## config.mk

```make
export PLATFORM = sky130hd
export DESIGN_NAME = decimal_ascii_chunk_parser_unit
export DESIGN_NICKNAME = d
export VERILOG_FILES = /design/src/rtl/core/dacp_pkg.sv /design/src/rtl/core/dacp_lane.sv /design/src/rtl/core/dacp_merge.sv /design/src/rtl/core/dacp_accum.sv /design/src/rtl/core/decimal_ascii_chunk_parser_unit.sv
export SDC_FILE = /design/constraint.sdc
export NUM_CORES = 2
export LEC_CHECK = 0
export BUFFER_PORTS_ARGS = -buffer_cell sky130_fd_sc_hd__buf_2
export CORE_UTILIZATION = 41
export CTS_CLUSTER_DIAMETER = 50
export DETAILED_ROUTE_END_ITERATION = 16
export PLACE_DENSITY = 0.57
export SLEW_MARGIN = 20
export SYNTH_ARGS = -nofsm -noshare
export SYNTH_HDL_FRONTEND = slang
export SYNTH_SLANG_ARGS = --single-unit
```

## constraint.sdc

```tcl
create_clock -name clock -period 22.2 [get_ports clock]
set_input_delay 2.22 -clock clock [delete_from_list [all_inputs] [get_ports clock]]
set_output_delay 2.22 -clock clock [all_outputs]
set_load 0.02 [all_outputs]
```

## src/rtl/core/dacp_pkg.sv

```systemverilog
package dacp_pkg;

   // chunk and value geometry
   localparam int CHUNK_BYTES      = 8;
   localparam int VALUE_BITS       = 64;
   localparam int HALF_BITS        = VALUE_BITS / 2;
   localparam int CHAR_BITS        = 8;
   localparam int DIGIT_BITS       = 4;
   localparam int COUNT_BITS       = 4;
   localparam int CHUNK_VALUE_BITS = 27;
   localparam int POW5_BITS        = 19;
   localparam int PAIR_COUNT       = CHUNK_BYTES / 2;
   localparam int NUM_STAGES       = 5;

   // bus widths
   localparam int REQ_DATA_BITS = ((CHUNK_BYTES * CHAR_BITS + 7) / 8) * 8;
   localparam int RSP_DATA_BITS = ((VALUE_BITS + COUNT_BITS + 7) / 8) * 8;

   // ascii digit bounds
   localparam logic [CHAR_BITS-1:0] ASCII_ZERO = 8'h30;
   localparam logic [CHAR_BITS-1:0] ASCII_NINE = 8'h39;

   typedef logic [CHUNK_VALUE_BITS-1:0] chunk_value_type;

   // pipeline load enables for the lane, weight, pair-sum and chunk-sum registers; the accumulate stage loads on take
   typedef struct packed {
      logic s1;
      logic s2;
      logic s3;
      logic s4;
   } stage_load_type;

   // parsed chunk handed to the accumulator
   typedef struct packed {
      logic                  start;
      logic [COUNT_BITS-1:0] count;
      chunk_value_type       chunk;
   } chunk_info_type;

   function automatic chunk_value_type pow10(input logic [COUNT_BITS-1:0] power);
      chunk_value_type result;
      unique case (power)
         4'd0:    result = 27'd1;
         4'd1:    result = 27'd10;
         4'd2:    result = 27'd100;
         4'd3:    result = 27'd1000;
         4'd4:    result = 27'd10000;
         4'd5:    result = 27'd100000;
         4'd6:    result = 27'd1000000;
         4'd7:    result = 27'd10000000;
         default: result = '0;
      endcase
      return result;
   endfunction

   // 10^k is 5^k shifted left by k
   function automatic logic [POW5_BITS-1:0] pow5(input logic [COUNT_BITS-1:0] power);
      logic [POW5_BITS-1:0] result;
      unique case (power)
         4'd0:    result = 19'd1;
         4'd1:    result = 19'd5;
         4'd2:    result = 19'd25;
         4'd3:    result = 19'd125;
         4'd4:    result = 19'd625;
         4'd5:    result = 19'd3125;
         4'd6:    result = 19'd15625;
         4'd7:    result = 19'd78125;
         4'd8:    result = 19'd390625;
         default: result = '0;
      endcase
      return result;
   endfunction

endpackage

```

## src/rtl/core/dacp_lane.sv

```systemverilog
module dacp_lane #(
   parameter int LANE_INDEX = 0
) (
   input  logic                                clock,
   input  dacp_pkg::stage_load_type            load,
   input  logic [dacp_pkg::CHAR_BITS-1:0]      char_byte,
   input  logic [dacp_pkg::COUNT_BITS-1:0]     run_count,
   output logic                                is_digit,
   output dacp_pkg::chunk_value_type           term
);

   logic                                is_digit_ff, is_digit_in;
   logic [dacp_pkg::DIGIT_BITS-1:0]     digit_ff, digit_in;
   dacp_pkg::chunk_value_type           term_ff, term_in;
   logic [dacp_pkg::COUNT_BITS-1:0]     lane_pos;
   logic [dacp_pkg::COUNT_BITS-1:0]     power;
   logic                                in_run;

   // stage 1: classify the byte
   assign is_digit_in = (char_byte >= dacp_pkg::ASCII_ZERO) &&
                        (char_byte <= dacp_pkg::ASCII_NINE);
   assign digit_in    = dacp_pkg::DIGIT_BITS'(char_byte - dacp_pkg::ASCII_ZERO);

   // stage 2: weight by place within the leading run
   assign lane_pos = dacp_pkg::COUNT_BITS'(LANE_INDEX);
   assign in_run   = lane_pos < run_count;
   assign power    = run_count - lane_pos - dacp_pkg::COUNT_BITS'(1);
   assign term_in  = in_run ?
      dacp_pkg::CHUNK_VALUE_BITS'(dacp_pkg::CHUNK_VALUE_BITS'(digit_ff) *
                                  dacp_pkg::pow10(power)) : '0;

   always_ff @(posedge clock) begin
      if (load.s1) begin
         is_digit_ff <= is_digit_in;
         digit_ff    <= digit_in;
      end
      if (load.s2) begin
         term_ff <= term_in;
      end
   end

   assign is_digit = is_digit_ff;
   assign term     = term_ff;

endmodule

```

## src/rtl/core/dacp_merge.sv

```systemverilog
module dacp_merge (
   input  logic                                  clock,
   input  dacp_pkg::stage_load_type              load,
   input  logic                                  start_s1,
   input  logic [dacp_pkg::CHUNK_BYTES-1:0]      lane_digit,
   input  dacp_pkg::chunk_value_type             lane_term [dacp_pkg::CHUNK_BYTES],
   output logic [dacp_pkg::COUNT_BITS-1:0]       run_count,
   output dacp_pkg::chunk_info_type              info
);

   logic                              start_s2_ff, start_s2_in;
   logic [dacp_pkg::COUNT_BITS-1:0]   count_s2_ff, count_s2_in;
   logic                              start_s3_ff, start_s3_in;
   logic [dacp_pkg::COUNT_BITS-1:0]   count_s3_ff, count_s3_in;
   dacp_pkg::chunk_value_type         pair_ff [dacp_pkg::PAIR_COUNT];
   dacp_pkg::chunk_value_type         pair_in [dacp_pkg::PAIR_COUNT];
   dacp_pkg::chunk_info_type          info_ff, info_in;
   dacp_pkg::chunk_value_type         chunk_sum;

   // length of the leading digit run
   always_comb begin
      logic found;
      found     = 1'b0;
      run_count = dacp_pkg::COUNT_BITS'(dacp_pkg::CHUNK_BYTES);
      for (int i = 0; i < dacp_pkg::CHUNK_BYTES; i++) begin
         if (!found && !lane_digit[i]) begin
            run_count = dacp_pkg::COUNT_BITS'(i);
            found     = 1'b1;
         end
      end
   end

   assign start_s2_in = start_s1;
   assign count_s2_in = run_count;
   assign start_s3_in = start_s2_ff;
   assign count_s3_in = count_s2_ff;

   // first level of the sum tree
   always_comb begin
      for (int p = 0; p < dacp_pkg::PAIR_COUNT; p++) begin
         pair_in[p] = lane_term[2*p] + lane_term[2*p+1];
      end
   end

   // second level
   always_comb begin
      chunk_sum = '0;
      for (int p = 0; p < dacp_pkg::PAIR_COUNT; p++) begin
         chunk_sum = chunk_sum + pair_ff[p];
      end
   end

   assign info_in.start = start_s3_ff;
   assign info_in.count = count_s3_ff;
   assign info_in.chunk = chunk_sum;

   always_ff @(posedge clock) begin
      if (load.s2) begin
         start_s2_ff <= start_s2_in;
         count_s2_ff <= count_s2_in;
      end
      if (load.s3) begin
         start_s3_ff <= start_s3_in;
         count_s3_ff <= count_s3_in;
         pair_ff     <= pair_in;
      end
      if (load.s4) begin
         info_ff <= info_in;
      end
   end

   assign info = info_ff;

endmodule

```

## src/rtl/core/dacp_accum.sv

```systemverilog
module dacp_accum (
   input  logic                               clock,
   input  logic                               reset,
   input  logic                               take,
   input  dacp_pkg::chunk_info_type           info,
   output logic [dacp_pkg::VALUE_BITS-1:0]    value,
   output logic [dacp_pkg::COUNT_BITS-1:0]    digit_count,
   output logic                               number_ended
);

   localparam int PROD_BITS = dacp_pkg::HALF_BITS + dacp_pkg::POW5_BITS;

   logic [dacp_pkg::VALUE_BITS-1:0]   acc_ff, acc_in;
   logic                              ended_ff, ended_in;
   logic [dacp_pkg::COUNT_BITS-1:0]   count_ff, count_in;
   logic [dacp_pkg::VALUE_BITS-1:0]   base;
   logic                              ended_base;
   logic [dacp_pkg::POW5_BITS-1:0]    scale5;
   logic [PROD_BITS-1:0]              lo_prod;
   logic [PROD_BITS-1:0]              hi_prod;
   logic [dacp_pkg::VALUE_BITS-1:0]   prod5;
   logic [dacp_pkg::VALUE_BITS-1:0]   scaled;

   // start clears the number ahead of this chunk
   assign base       = info.start ? '0 : acc_ff;
   assign ended_base = info.start ? 1'b0 : ended_ff;

   // base * 5^count modulo 2^64 from two half-width products
   assign scale5  = dacp_pkg::pow5(info.count);
   assign lo_prod = PROD_BITS'(base[dacp_pkg::HALF_BITS-1:0]) * PROD_BITS'(scale5);
   assign hi_prod = PROD_BITS'(base[dacp_pkg::VALUE_BITS-1:dacp_pkg::HALF_BITS]) *
                    PROD_BITS'(scale5);
   assign prod5   = {hi_prod[dacp_pkg::HALF_BITS-1:0], dacp_pkg::HALF_BITS'(0)} +
                    dacp_pkg::VALUE_BITS'(lo_prod);
   assign scaled  = prod5 << info.count;

   always_comb begin
      if (ended_base) begin
         acc_in   = base;
         count_in = '0;
         ended_in = 1'b1;
      end else begin
         acc_in   = scaled + dacp_pkg::VALUE_BITS'(info.chunk);
         count_in = info.count;
         ended_in = info.count != dacp_pkg::COUNT_BITS'(dacp_pkg::CHUNK_BYTES);
      end
   end

   always_ff @(posedge clock) begin
      if (reset) begin
         acc_ff   <= '0;
         ended_ff <= 1'b0;
      end else if (take) begin
         acc_ff   <= acc_in;
         ended_ff <= ended_in;
      end
   end

   always_ff @(posedge clock) begin
      if (take) begin
         count_ff <= count_in;
      end
   end

   assign value        = acc_ff;
   assign digit_count  = count_ff;
   assign number_ended = ended_ff;

endmodule

```

## src/rtl/core/decimal_ascii_chunk_parser_unit.sv

```systemverilog
// decimal text parser: each request transaction carries eight ascii bytes, char_0 in the
// lowest byte of req_tdata, and a start flag in req_tuser that clears the running number
// before the chunk is parsed. eight byte lanes classify and weight the leading run of
// digits, a two-level adder tree merges them into a chunk value, and the accumulate
// stage folds it in as value * 10^count + chunk, wrapping modulo 2^64. once a non-digit
// has ended a number, later chunks add nothing until the next start. every request
// gives exactly one response transaction, in order. the block takes one transaction
// per clock while req_tready is high, through the lane, weight, pair-sum, chunk-sum
// and accumulate registers to rsp_tvalid; the rate is set by the accumulate stage,
// whose feedback through two 32 x 19 multipliers, a 64-bit add, a shift and a final
// add has no register inside it. each stage holds its item until the next one frees
// up, so bubbles are squeezed out and requests fill empty stages while rsp_tready is low.
module decimal_ascii_chunk_parser_unit (
   input  logic                                   clock,
   input  logic                                   reset,
   // request channel
   input  logic                                   req_tvalid,
   output logic                                   req_tready,
   input  logic [dacp_pkg::REQ_DATA_BITS-1:0]     req_tdata,  // char_0 .. char_7, 8 bits each
   input  logic                                   req_tuser,  // start_number
   // response channel
   output logic                                   rsp_tvalid,
   input  logic                                   rsp_tready,
   output logic [dacp_pkg::RSP_DATA_BITS-1:0]     rsp_tdata,  // value[63:0], digit_count[67:64]
   output logic                                   rsp_tuser   // number_ended
);

   localparam int LAST_STAGE = dacp_pkg::NUM_STAGES - 1;

   // stage valid flags: lanes, weights, pair sums, chunk sum, accumulate/output
   logic [dacp_pkg::NUM_STAGES-1:0]      valid_ff, valid_in;
   logic [dacp_pkg::NUM_STAGES-1:0]      stage_ready;
   dacp_pkg::stage_load_type             load;
   logic                                 acc_take;
   logic                                 start_s1_ff, start_s1_in;

   logic [dacp_pkg::CHUNK_BYTES-1:0]     lane_digit;
   dacp_pkg::chunk_value_type            lane_term [dacp_pkg::CHUNK_BYTES];
   logic [dacp_pkg::COUNT_BITS-1:0]      run_count;
   dacp_pkg::chunk_info_type             info;

   logic [dacp_pkg::VALUE_BITS-1:0]      value;
   logic [dacp_pkg::COUNT_BITS-1:0]      digit_count;
   logic                                 number_ended;

   // a stage can load when it is empty or its content moves on this cycle
   always_comb begin
      stage_ready[LAST_STAGE] = !valid_ff[LAST_STAGE] || rsp_tready;
      for (int k = LAST_STAGE - 1; k >= 0; k--) begin
         stage_ready[k] = !valid_ff[k] || stage_ready[k+1];
      end
   end

   always_comb begin
      valid_in[0] = stage_ready[0] ? req_tvalid : valid_ff[0];
      for (int k = 1; k < dacp_pkg::NUM_STAGES; k++) begin
         valid_in[k] = stage_ready[k] ? valid_ff[k-1] : valid_ff[k];
      end
   end

   assign load.s1 = stage_ready[0];
   assign load.s2 = stage_ready[1];
   assign load.s3 = stage_ready[2];
   assign load.s4 = stage_ready[3];

   // the accumulator only moves on a real item, never on a bubble
   assign acc_take = stage_ready[LAST_STAGE] && valid_ff[LAST_STAGE-1];

   always_ff @(posedge clock) begin
      if (reset) begin
         valid_ff <= '0;
      end else begin
         valid_ff <= valid_in;
      end
   end

   assign start_s1_in = req_tuser;

   always_ff @(posedge clock) begin
      if (load.s1) begin
         start_s1_ff <= start_s1_in;
      end
   end

   // one lane per text byte
   for (genvar lane = 0; lane < dacp_pkg::CHUNK_BYTES; lane++) begin : g_lane
      dacp_lane #(
         .LANE_INDEX (lane)
      ) u_lane (
         .clock     (clock),
         .load      (load),
         .char_byte (req_tdata[lane*dacp_pkg::CHAR_BITS +: dacp_pkg::CHAR_BITS]),
         .run_count (run_count),
         .is_digit  (lane_digit[lane]),
         .term      (lane_term[lane])
      );
   end

   // run length and sum of the lane terms
   dacp_merge u_merge (
      .clock      (clock),
      .load       (load),
      .start_s1   (start_s1_ff),
      .lane_digit (lane_digit),
      .lane_term  (lane_term),
      .run_count  (run_count),
      .info       (info)
   );

   // running number; its registers double as the response register
   dacp_accum u_accum (
      .clock        (clock),
      .reset        (reset),
      .take         (acc_take),
      .info         (info),
      .value        (value),
      .digit_count  (digit_count),
      .number_ended (number_ended)
   );

   assign req_tready = stage_ready[0];
   assign rsp_tvalid = valid_ff[LAST_STAGE];
   assign rsp_tdata  = dacp_pkg::RSP_DATA_BITS'({digit_count, value});
   assign rsp_tuser  = number_ended;

endmodule

```

==> qor.csv <==
metric,value,unit
status,"complete, no violations",
crit_required,22.75,ns
ys_ff_latch,493,
dpl.hpwl,193000,um
dieWidth,445,um
hold_viol_final,0,
core_region_area,0.195,mm^2
grt_max_degree,169,
clock-sinks,493,
grt_pass1_wl,367000,um
wl_per_cell,20.4,um
cts_buffer_depth,3,
grt_use_total,23.8,%
ant_nets,0,
grt-busiest-layer,met2,
crit_path_start_kind,flip-flop,
cts_made_buffers,68,
end_kind,flip-flop,
holdCritStartpoint,u_merge.count_s2_ff[0]$_DFFE_PP_,
drc,0,
synth_edf_count,411,
row_count,162,
min_period_over_period,54.0,%
vdd_drop_max,0.0576,mV
ys_warn_count,0,
fin_area,0.0862,mm^2
min_period,11.98,ns
holdBufCountCts,0,
place.gp.congestion,0.911,
finalSetupViolCount,0,
area_growth,7.25,%
p_leak,43.2,nW
ioPinCount,144,
synth.distinct_cells,109,
mostFrequentLayoutCells,"1473 x inv_1, 1106 x fa_1, 773 x ha_1",
cts_setup_buffers,0,
nets,10800,
grt_overflow,0,
tightestPinTransition,1.13,ns
tns,0,ns
port_buffers,139,
netlist.area_leader.share,27.5,%
critical_path_arrival,12.53,ns
grt_setup_unrepaired,no,
synth-main-ff-cell,edfxtp_1,
die-area,0.198,mm^2
grt.met1_usage,30.0,%
worstPathMaxFanout,40,
antenna_found_initial,7,
firstDrtPassIters,6,
drtIter0Drc,4000,
yosys.area.top_type,fa_1,
critPathMaxStageDelay,0.84,ns
max_cap_viol_count,0,
use_met3,1.70,%
worstHoldPathCells,0,
slew_viol_final,0,
r2r_cells,37,
synthArstFlopShare,0,%
syn_area,0.0804,mm^2
wl,234000,um
holdPathEnd,u_merge.count_s3_ff[0]$_DFFE_PP_,
fmax,83.5,MHz
ys_seq_area_share,17.4,%
dpl-instance-area,0.0838,mm^2
clock_skew,0.0248,ns
power_per_cell_area,26.5,mW/mm^2
clock_tree.root_cell,clkbuf_16,
start_util,41.3,%
crit_type,reg2reg,
rrSetupSlack,10.22,ns
grt_pass1_vias,63000,
cts_tree,yes,
hold_path.class,reg2reg,
reg2reg_to,u_accum.value[62]$_SDFFE_PP0P_,
synth_area_per_cell,9.09,um^2
final_common_cell,inv_1,
layout-drive-gt1-share,5.54,%
cts.repair.resized,0,
timing.rr.start,u_merge.info[31]$_DFFE_PN_,
maxSlewHeadroom,24.4,%
syn_inst,8845,
insertion_delay,0.66,ns
vias,60800,
grt_use_met2,42.1,%
cpMaxStageDelayCell,nor2b_1,
vias_per_cell,5.28,
die_h,445,um
clkSlewWorstSetupHoldPaths,0.06,ns
synthTopCellsByArea,"fa_1 28%, edfxtp_1 15%, ha_1 12%, inv_1 6.9%, and2_1 4.6%",
htree_levels,3,
-- sequential cells by signal, summed over array words and instances, names as in the netlist --
| name | count |
|---|---|
| u_accum.number_ended | 1 |
| u_merge.start_s3_ff | 1 |
| u_accum.digit_count | 4 |
| g_lane.u_lane.term | 216 |
| u_merge.info | 32 |
| u_merge.count_s3_ff | 4 |
| g_lane.u_lane.is_digit | 8 |
| u_merge.pair_ff | 108 |
| valid_ff | 5 |
| u_merge.count_s2_ff | 4 |
| u_accum.value | 64 |
| start_s1_ff | 1 |
| u_merge.start_s2_ff | 1 |
| u_accum.scale5 | 12 |
| g_lane.u_lane.digit_ff | 32 |
-- layer usage --
layer / vias to the layer above / wire [um] / share of wire, %
met5: - / 0 / 0
met4: 0 / 10300 / 4.4
met3: 343 / 8500 / 3.6
met2: 1451 / 117000 / 50
met1: 30200 / 98200 / 42
li1: 28800 / - / -
-- cells in the mapped netlist, drive strengths merged (54+ instances only) --
| library cell | number |
|---|---|
| a211oi | 86 |
| a21o | 108 |
| a21oi | 377 |
| and2 | 597 |
| and3 | 150 |
| buf | 57 |
| clkbuf | 306 |
| dfxtp | 82 |
| edfxtp | 411 |
| fa | 1106 |
| ha | 777 |
| inv | 1476 |
| mux2i | 75 |
| nand2 | 683 |
| nand2b | 71 |
| nand3 | 247 |
| nor2 | 588 |
| nor2b | 148 |
| nor3 | 143 |
| o21a | 54 |
| o21ai | 233 |
| o21bai | 66 |
| xnor2 | 280 |
| xor2 | 121 |
-- worst max-delay path: cells and delay by family, from the launching register on --
kind | cells | cell delay [ns]
buf+inv | 7 | 0.73
xor+xnor | 2 | 0.55
mux | 2 | 0.46
compound gates | 6 | 2.07
simple gates | 11 | 3.89
flops | 1 | 0.35
fa+ha+maj | 9 | 3.77
-- power by group --
part | total (mW) | switching [mW] | internal [mW]
sequential | 1.01 | 0.0147 | 0.995
clock | 1.14 | 0.473 | 0.663
combinational | 0.138 | 0.0881 | 0.0501
total | 2.28 | 0.576 | 1.71
-- per-stage QoR --
| stage | cells | hold WS, ns | worst slack (ns) | power, mW | utilization (%) |
|---|---|---|---|---|---|
| floorplan | 8891 | 0.400 | 11.88 | 1.12 | - |
| global placement | 11400 | 0.411 | 10.46 | 1.16 | 43.0 |
| detailed placement | 11400 | 0.407 | 10.32 | 1.16 | 43.0 |
| CTS | 11500 | 0.421 | 10.31 | 2.30 | 44.2 |
| global route | 11500 | 0.431 | 9.54 | 2.36 | 44.2 |
| finish | 11500 | 0.420 | 10.22 | 2.28 | 44.2 |
-- cell type report --
class | count | area [um^2]
fill | 19100 | 109000
timing repair buffer | 225 | 1360
clock buffer | 79 | 1810
tap | 2624 | 3280
multi-input combinational | 6555 | 59600
inverter | 1480 | 5560
sequential | 493 | 14000
antenna | 4 | 10.0
clock inverter | 42 | 528
-- worst max path at each step --
stage / end / slack [ns] / from / depth (start not counted)
5_1_grt: u_accum.value[62]$_SDFFE_PP0P_ / 9.54 / u_merge.info[31]$_DFFE_PN_ / 38
3_5_place_dp: u_accum.value[62]$_SDFFE_PP0P_ / 10.32 / u_merge.info[31]$_DFFE_PN_ / 37
3_3_place_gp: u_accum.value[62]$_SDFFE_PP0P_ / 10.46 / u_merge.info[31]$_DFFE_PN_ / 38
6_report: u_accum.value[62]$_SDFFE_PP0P_ / 10.22 / u_merge.info[31]$_DFFE_PN_ / 37
4_1_cts: u_accum.value[62]$_SDFFE_PP0P_ / 10.31 / u_merge.info[31]$_DFFE_PN_ / 37
2_1_floorplan: u_accum.value[62]$_SDFFE_PP0P_ / 11.88 / u_merge.info[31]$_DFFE_PN_ / 44
-- cell families after synthesis --
| kind of cell | after synthesis | share of synthesized area [%] |
|---|---|---|
| XOR/XNOR | 401 | 4.37 |
| AO/OA/AOI/OAI | 1269 | 10.4 |
| AND/OR/NAND/NOR | 2841 | 17.8 |
| flip-flops | 493 | 17.4 |
| other | 2 | 0.00934 |
| multiplexers | 113 | 1.62 |
| buffers and inverters | 1843 | 8.69 |
| adder cells (fa/ha/maj) | 1883 | 39.6 |
(Power assumes the default switching activity.)
